===== config.mk =====
export PLATFORM = sky130hd
export DESIGN_NAME = tvs_axis
export DESIGN_NICKNAME = d
export VERILOG_FILES = /design/src/rtl/tvs_pkg.sv /design/src/rtl/tvs_axis.sv
export SDC_FILE = /design/constraint.sdc
export NUM_CORES = 2
export LEC_CHECK = 0
export ABC_AREA = 1
export BUFFER_PORTS_ARGS = -buffer_cell sky130_fd_sc_hd__buf_4
export CORE_MARGIN = 8
export CORE_UTILIZATION = 25
export CTS_CLUSTER_DIAMETER = 120
export DETAILED_ROUTE_END_ITERATION = 6
export GPL_TIMING_DRIVEN = 0
export HOLD_SLACK_MARGIN = 0.15
export SLEW_MARGIN = 30
export SYNTH_ARGS = -nofsm -noshare
export SYNTH_HDL_FRONTEND = slang
export SYNTH_SLANG_ARGS = --single-unit

===== constraint.sdc =====
create_clock -name clk -period 8.6 [get_ports clk]
set_input_delay 1.72 -clock clk [delete_from_list [all_inputs] [get_ports clk]]
set_output_delay 1.72 -clock clk [all_outputs]
set_load 0.01 [all_outputs]

===== src/rtl/tvs_pkg.sv =====
// ----------------------------------------------------------------------------
// Trilinear volume sampler package
// Shared widths, parameter defaults and configuration register codes.
// ----------------------------------------------------------------------------
package tvs_pkg;

	localparam int MAX_AXIS_CELLS_DEF = 32;
	localparam int CELL_CAPACITY_DEF  = 32768;
	localparam int FRACTION_BITS_DEF  = 16;

	localparam int POS_W     = 32;
	localparam int DENS_W    = 16;
	localparam int ADDR_W    = 15;
	localparam int DIM_W     = 6;
	localparam int CFG_IDX_W = 3;
	localparam int CFG_W     = 32;

	typedef enum logic [CFG_IDX_W-1:0] {
		REG_ORIGIN_X,
		REG_ORIGIN_Y,
		REG_ORIGIN_Z,
		REG_INV_VOXEL,
		REG_GRID_WIDTH,
		REG_GRID_HEIGHT,
		REG_GRID_DEPTH,
		REG_SAMPLING_EN
	} cfg_reg_t;

endpackage


===== src/rtl/tvs_axis.sv =====
// ----------------------------------------------------------------------------
// Axis mapper
// Three stages: offset from origin, scale by the reciprocal voxel size, then
// bounds check and neighbor cell selection for one coordinate axis.
// ----------------------------------------------------------------------------
module tvs_axis #(
	parameter int MAX_AXIS_CELLS = tvs_pkg::MAX_AXIS_CELLS_DEF,
	parameter int FRACTION_BITS  = tvs_pkg::FRACTION_BITS_DEF,
	localparam int DW = $clog2(MAX_AXIS_CELLS + 1),
	localparam int CW = $clog2(MAX_AXIS_CELLS)
) (
	input  logic                               clk,
	input  logic                               adv,
	input  logic signed [tvs_pkg::POS_W-1:0]   pos,
	input  logic signed [tvs_pkg::POS_W-1:0]   origin,
	input  logic        [tvs_pkg::POS_W-1:0]   inv,
	input  logic        [DW-1:0]               dim,
	output logic        [CW-1:0]               cell0_s3,
	output logic        [CW-1:0]               cell1_s3,
	output logic        [FRACTION_BITS-1:0]    frac_s3,
	output logic                               inside_s3
);
	import tvs_pkg::*;

	logic [POS_W:0]     diff;
	logic [POS_W:0]     ndiff;
	logic [POS_W-1:0]   mag_s1;
	logic               neg_s1;
	logic [2*POS_W-1:0] prod_s2;
	logic               neg_s2;
	logic [POS_W-1:0]   hi;
	logic [DW-1:0]      nxt;
	logic [CW-1:0]      c0;

	always_comb begin
		diff  = {pos[POS_W-1], pos} - {origin[POS_W-1], origin};
		ndiff = -diff;
		hi    = prod_s2[2*POS_W-1:POS_W];
		c0    = hi[CW-1:0];
		nxt   = DW'(c0) + DW'(1);
	end

	always_ff @(posedge clk) begin
		if (adv) begin
			mag_s1    <= diff[POS_W] ? ndiff[POS_W-1:0] : diff[POS_W-1:0];
			neg_s1    <= diff[POS_W];
			prod_s2   <= (2*POS_W)'(mag_s1) * (2*POS_W)'(inv);
			neg_s2    <= neg_s1;
			inside_s3 <= !(neg_s2 && (prod_s2 != '0)) && (hi < POS_W'(dim));
			cell0_s3  <= c0;
			cell1_s3  <= (nxt < dim) ? nxt[CW-1:0] : c0;
			frac_s3   <= prod_s2[POS_W-1 -: FRACTION_BITS];
		end
	end

endmodule


# Word level (Yosys, flattened, before mapping)
# Index checks and enable logic that the tools add are counted.
dict set report totals {
  register_bits 125
  input_bits 104
  output_inout_bits 27
  wordCells 20
}
dict set report op_classes {
  addsub 3
  n_mul 1
  magnitude_cmp 2
  muxes 2
  reduce_logical 4
}
# cell count
set ops {}
lappend ops {{$mul A32 B32 Y64} 1}
lappend ops {{$reduce_bool A64 Y1} 1}
lappend ops {{$sub A32 B32 Y33} 1}
lappend ops {{$lt A32 B6 Y1} 1}
lappend ops {{$mux W32} 1}
lappend ops {{$neg A32 Y32} 1}
lappend ops {{$add A5 B1 Y6 const B} 1}
lappend ops {{$lt A6 B6 Y1} 1}
lappend ops {{$mux W5} 1}
lappend ops {{$logic_and A1 B1 Y1} 2}
lappend ops {{$logic_not A1 Y1} 1}

# Longest topological paths before layout
dict set report logic_depth {
  word_depth 4
  mapped_depth 31
  ltp_nobuf 30
}

# Least setup slack after synthesis
# No wires, ideal clock.
dict set report synth_path {
  path_kind {input port to flip-flop}
  startpoint {input inv[5] (netlist bit)}
  endpoint {register prod_s2[61] (data pin)}
  setup_ns 0.262
  arrival_time_ns 7.573
  t_required_ns 8.338
  setup_slack_ns 0.765
  path_stages 26
  n_path_buf 1
  cell_sequence {clkbuf_1 -> nand2_1 -> fa_1 -> inv_1 -> fa_1 -> fa_1 -> inv_1 -> fa_1 -> inv_1 -> fa_1 -> fa_1 -> fa_1 -> inv_1 -> fa_1 -> inv_1 -> ha_1 -> nand2_1 -> nor2_1 -> inv_1 -> nor2_1 -> inv_1 -> nor3_1 -> nand3_1 -> nand3_1 -> a21oi_1 -> xor2_1}
}
dict set report synth_via {
  elab_chain_len 1
}
# item line_no
set synth_lines {}
lappend synth_lines {{from (decl)} tvs_axis.sv:16} ;# input logic [tvs_pkg::POS_W-1:0] inv,
lappend synth_lines {{$mul A32 B32 Y64} tvs_axis.sv:47} ;# prod_s2 <= (2*POS_W)'(mag_s1) * (2*POS_W)'(inv);
lappend synth_lines {{to (signal assigned)} tvs_axis.sv:47}
lappend synth_lines {{to (decl)} tvs_axis.sv:29} ;# logic [2*POS_W-1:0] prod_s2;
# Every way passes these cells.
# A chain may end at the register's enable or synchronous reset.

# Worst setup path in the final report
dict set report layout_path {
  startpoint {input inv[16] (netlist bit)}
  endpoint {register prod_s2[56] (data pin)}
}
# Same word-level chain as after synthesis.

==> results.md <==
- The flow ran to the end, and the final reports show no timing, DRC or antenna violations.
- The total wirelength of the detailed-routed design is 169000 um.
- The kind of cell adding the most delay to the critical path is adder cells.
- The number of cells on the worst reg-to-reg path is 22.
- Measured along the y axis, the die boundary spans 427 um.
- The required time of the critical path is slightly below 9000 ps.
- The cell with the biggest individual delay on the critical path is sky130_fd_sc_hd__buf_1.
- The worst hold path begins at prod_s2[27].
- The average footprint of a synthesized cell is 7.82 um2.
- The first global-routing pass estimated 246000 um of wire.
- The worst-path maximum fanout is 10.
- The number of nets in the synthesized netlist is around 6700.
- The placeable core region is 169000 um2.
- The register area is 3750 um2.
- The endpoint class of the critical path is a register.
- The minimum setup slack among reg-to-reg paths is 360 ps.
- The leading area contributor after synthesis is sky130_fd_sc_hd__fa_1.
- Of the total synthesized cell area, the portion taken by XOR and XNOR cells is 1.95%.
- The share of synthesized flip-flops with an asynchronous set or reset is 0%.
- The part of the Yosys area used for sequential elements is under 10%.
- The simple-gate share of the synthesized area is 17.6%.
- The top-level I/O count is 131.
- The worst setup path is launched from an input port.
- The floorplan step defined a die boundary enclosing 182000 um2.
- The number of placed instances, taps included, is 7752.
- The clock-pin slew reported for the worst setup and hold paths after clock tree synthesis is 80 ps.
- The pin count of the biggest net entering global routing is 66.
- The number of failing hold endpoints at the final stage is 0.
- The H-tree was split into 4 levels.
- The library cell used as clock root buffer is sky130_fd_sc_hd__clkbuf_16.
- Synthesis inferred around 130 register bits.
- The area of the mapped netlist is roughly 42000 um2.
- The layout has 18500 filler cells.
- By area the synthesized netlist is led by sky130_fd_sc_hd__fa_1 43%, sky130_fd_sc_hd__inv_1 15%, sky130_fd_sc_hd__nand2_1 13%, sky130_fd_sc_hd__ha_1 9.1%, sky130_fd_sc_hd__edfxtp_1 8.9%.
- Once layout is complete, the cells apart from fillers number 7783.
- The worst register-to-register path begins at mag_s1[10].
- The wire length on met3 is ~17000 um.
- After detailed routing, the number of vias per cell comes to 4.56.
- The total iterations of the first detailed-routing run is 6.
- Across all layers, the routed design uses 35500 vias.
- After synthesis, the most frequently instantiated cells are 1693 x sky130_fd_sc_hd__inv_1, 1491 x sky130_fd_sc_hd__nand2_1, 897 x sky130_fd_sc_hd__fa_1.
- For the pin with the worst max-slew slack, the measured transition is approximately 1100 ps.
- The path with the worst hold slack has its endpoint at frac_s3[11].
- The post-route core utilization is 27.9%.
- The shortest clock period the worst path allows after layout is 8480 ps.
- By area, the combinational part of the netlist is dominated by adder cells.
- In this run, the number of DRC markers left after iteration 0 of detailed routing was 3424.
- The area of the multi-input gates is 31500 um2.
- The worst pin sits at a relative slew slack of 23.5%.
- The global placement routability congestion is 1.06.
- The total global routing track utilization is around 18%.
- The wire length the detailed router placed on met1 is 64800 um.
- In the routed design, unresolved DRC markers number 0.
- OpenSTA, run right after detailed placement, puts the worst setup slack at -909 ps.
- STA puts the critical path data arrival time at 8660 ps.
- The period utilization is 98.5%.
- The number of failing setup endpoints in the final timing report is 0.
- The final worst clock skew is 28.0 ps.
- The final-stage net count is between 6000 and 7000.
- Among all flip-flop cells after synthesis, the most frequent one is sky130_fd_sc_hd__edfxtp_1.
- The layout overhead on the synthesized area is 11.3%.
- The destination of the worst register-to-register timing path is prod_s2[63].
- The fraction of layout cells with a size suffix above 1 is under 10%.
- The worst min-delay path category is register to register.
- Once detail routing completed, the nets flagged for antenna violations numbered 0.
- The synthesized netlist devotes 51.6% of its cell area to adder and majority cells.
- Static timing analysis puts the maximum clock frequency at 118 MHz.
- The cell count of the worst hold path is 0.
- After detailed routing, no signal wire sits above met5.
- TritonCTS built the clock tree.
- Summed over its instances, the top area cell type makes up 42.5% of the synthesized netlist area.
- The number of antenna violations at the first check in global routing was 6.
- The CTS buffer count is 17.
- Wire segments on met2 add up to 75200 um in the final route.
- The count of buffering cells on the critical path with inverters included is 4.
- In this run the horizontal extent of the chip is between 400 and 500 um.
- Walking the worst path, the cells encountered are buf_4 -> buf_1 -> nand2_1 -> fa_1 -> fa_1 -> fa_1 -> inv_1 -> fa_1 -> fa_1 -> fa_1 -> fa_1 -> fa_1 -> ha_1 -> a21oi_2 -> o21ai_0 -> a21o_1 -> a21oi_4 -> inv_1 -> nand2_1 -> o211ai_1 -> xor2_1.
- The maximum root-to-sink buffer count is 2.
- The cell with the most instances after synthesis is sky130_fd_sc_hd__inv_1.
- The worst setup margin is 125 ps.
- The synthesized design contains 125 enable-type register cells.
- Summed over all nets, the half-perimeter wirelength after detailed placement is between 100000 and 150000 um.
- The compound-cell area share of the yosys netlist is 3.10%.
- Setup repair after global routing left no endpoint under its margin.
- The via count of the first global-routing pass came to 36900.
- The setup TNS after final layout is 0 ps.
- The number of hold-repair buffers added at the cts stage is 0.
- The Yosys step of the flow raised 0 warnings.
- Synthesis handed over a netlist of 5402 instances.
- By startpoint and endpoint, the worst setup path is classified as input port to register.
- The clock net in this run drives a total of 125 sinks.
- The worst stage delay on the critical path is 600 ps.
- The total of max-cap violations is 0.
- The clock latency reported for the late side of the worst-skew pair is 490 ps.
- The total overflow left after global routing is 0.
- In the final routed layout, each cell accounts on average for 21.7 um.
- Among the stages of the critical path, the cell type that occurs most often is sky130_fd_sc_hd__fa_1.
- The number of distinct standard cells referenced by the synthesized netlist is 40.
- The number of cell rows is roughly 150.
- The max-slew violation count came to 0.
- Port buffering added 130 buffers.
- The initial utilization of the core area, before any placement, comes to ~25%.
- Multiplexer cells account for 0% of the synthesized area.
metal layers:
layer	vias up	global-route usage, %
met3	478	4.17
met1	17700	23.4
li1	15600	-
met5	-	0.376
met2	1768	29.1
met4	8	10.5
cells by family after synthesis:
logic type                 Yosys count
buffers and inverters             1893
adders and majority gates         1205
and+or+nand+nor                   1855
xor gates and xnor gates            94
AOI/OAI and AO/OA                  230
DFF                                125
repair_timing:
item                                   in CTS  in global routing
endpoints found under the hold margin       0                  0
setup endpoints to repair                  32                 31
setup buffers                               0                  0
gates resized for setup                    56                165
stage by stage:
step / hold WS, ps / cell area [um2]
2_1_floorplan: 400 / 42200
3_3_place_gp: 438 / 46000
3_5_place_dp: 445 / 46100
4_1_cts: 449 / 46800
5_1_grt: 456 / 47000
6_report: 442 / 47000
layout make-up:
cell class | instances | share of cell area [%]
Timing Repair Buffer | 132 | 2.17
Clock inverter | 15 | 0.357
Inverter | 1697 | 13.6
Buffer | 192 | 2.18
Antenna cell | 3 | 0.0160
Tap cell | 2218 | 5.90
Sequential cell | 125 | 7.98
Clock buffer | 17 | 0.905
Multi-Input combinational cell | 3384 | 66.9
registers in the layout, summed over array words and instances, names as in the netlist:
| register | cells |
|---|---|
| cell0_s3 | 5 |
| cell1_s3 | 5 |
| frac_s3 | 16 |
| inside_s3 | 1 |
| mag_s1 | 32 |
| neg_s1 | 1 |
| neg_s2 | 1 |
| prod_s2 | 64 |
worst max-delay path by stage:
stage | depth (start not counted) | to | start | slack (ps)
finish | 21 | prod_s2[56] | inv[16] | 120
global route | 27 | prod_s2[53] | inv[4] | 2
CTS | 23 | prod_s2[56] | inv[8] | 20
detailed placement | 23 | prod_s2[56] | inv[8] | -910
global placement | 23 | prod_s2[56] | inv[8] | -1580
floorplan | 26 | prod_s2[61] | inv[5] | 760
placed cells by master (no fill, tap or decap), types with 76 or more instances in the layout:
master and instances:
sky130_fd_sc_hd__nand3_1 76, sky130_fd_sc_hd__fa_1 894, sky130_fd_sc_hd__ha_1 305, sky130_fd_sc_hd__a21oi_1 94, sky130_fd_sc_hd__nand2_1 1489, sky130_fd_sc_hd__edfxtp_1 125
sky130_fd_sc_hd__inv_1 1693, sky130_fd_sc_hd__nor2_1 155, sky130_fd_sc_hd__clkbuf_2 79, sky130_fd_sc_hd__buf_4 137
Power is left out: the tool's default activity adds up to more than one toggle a clock period on the data nets, which glitch-free logic cannot reach.
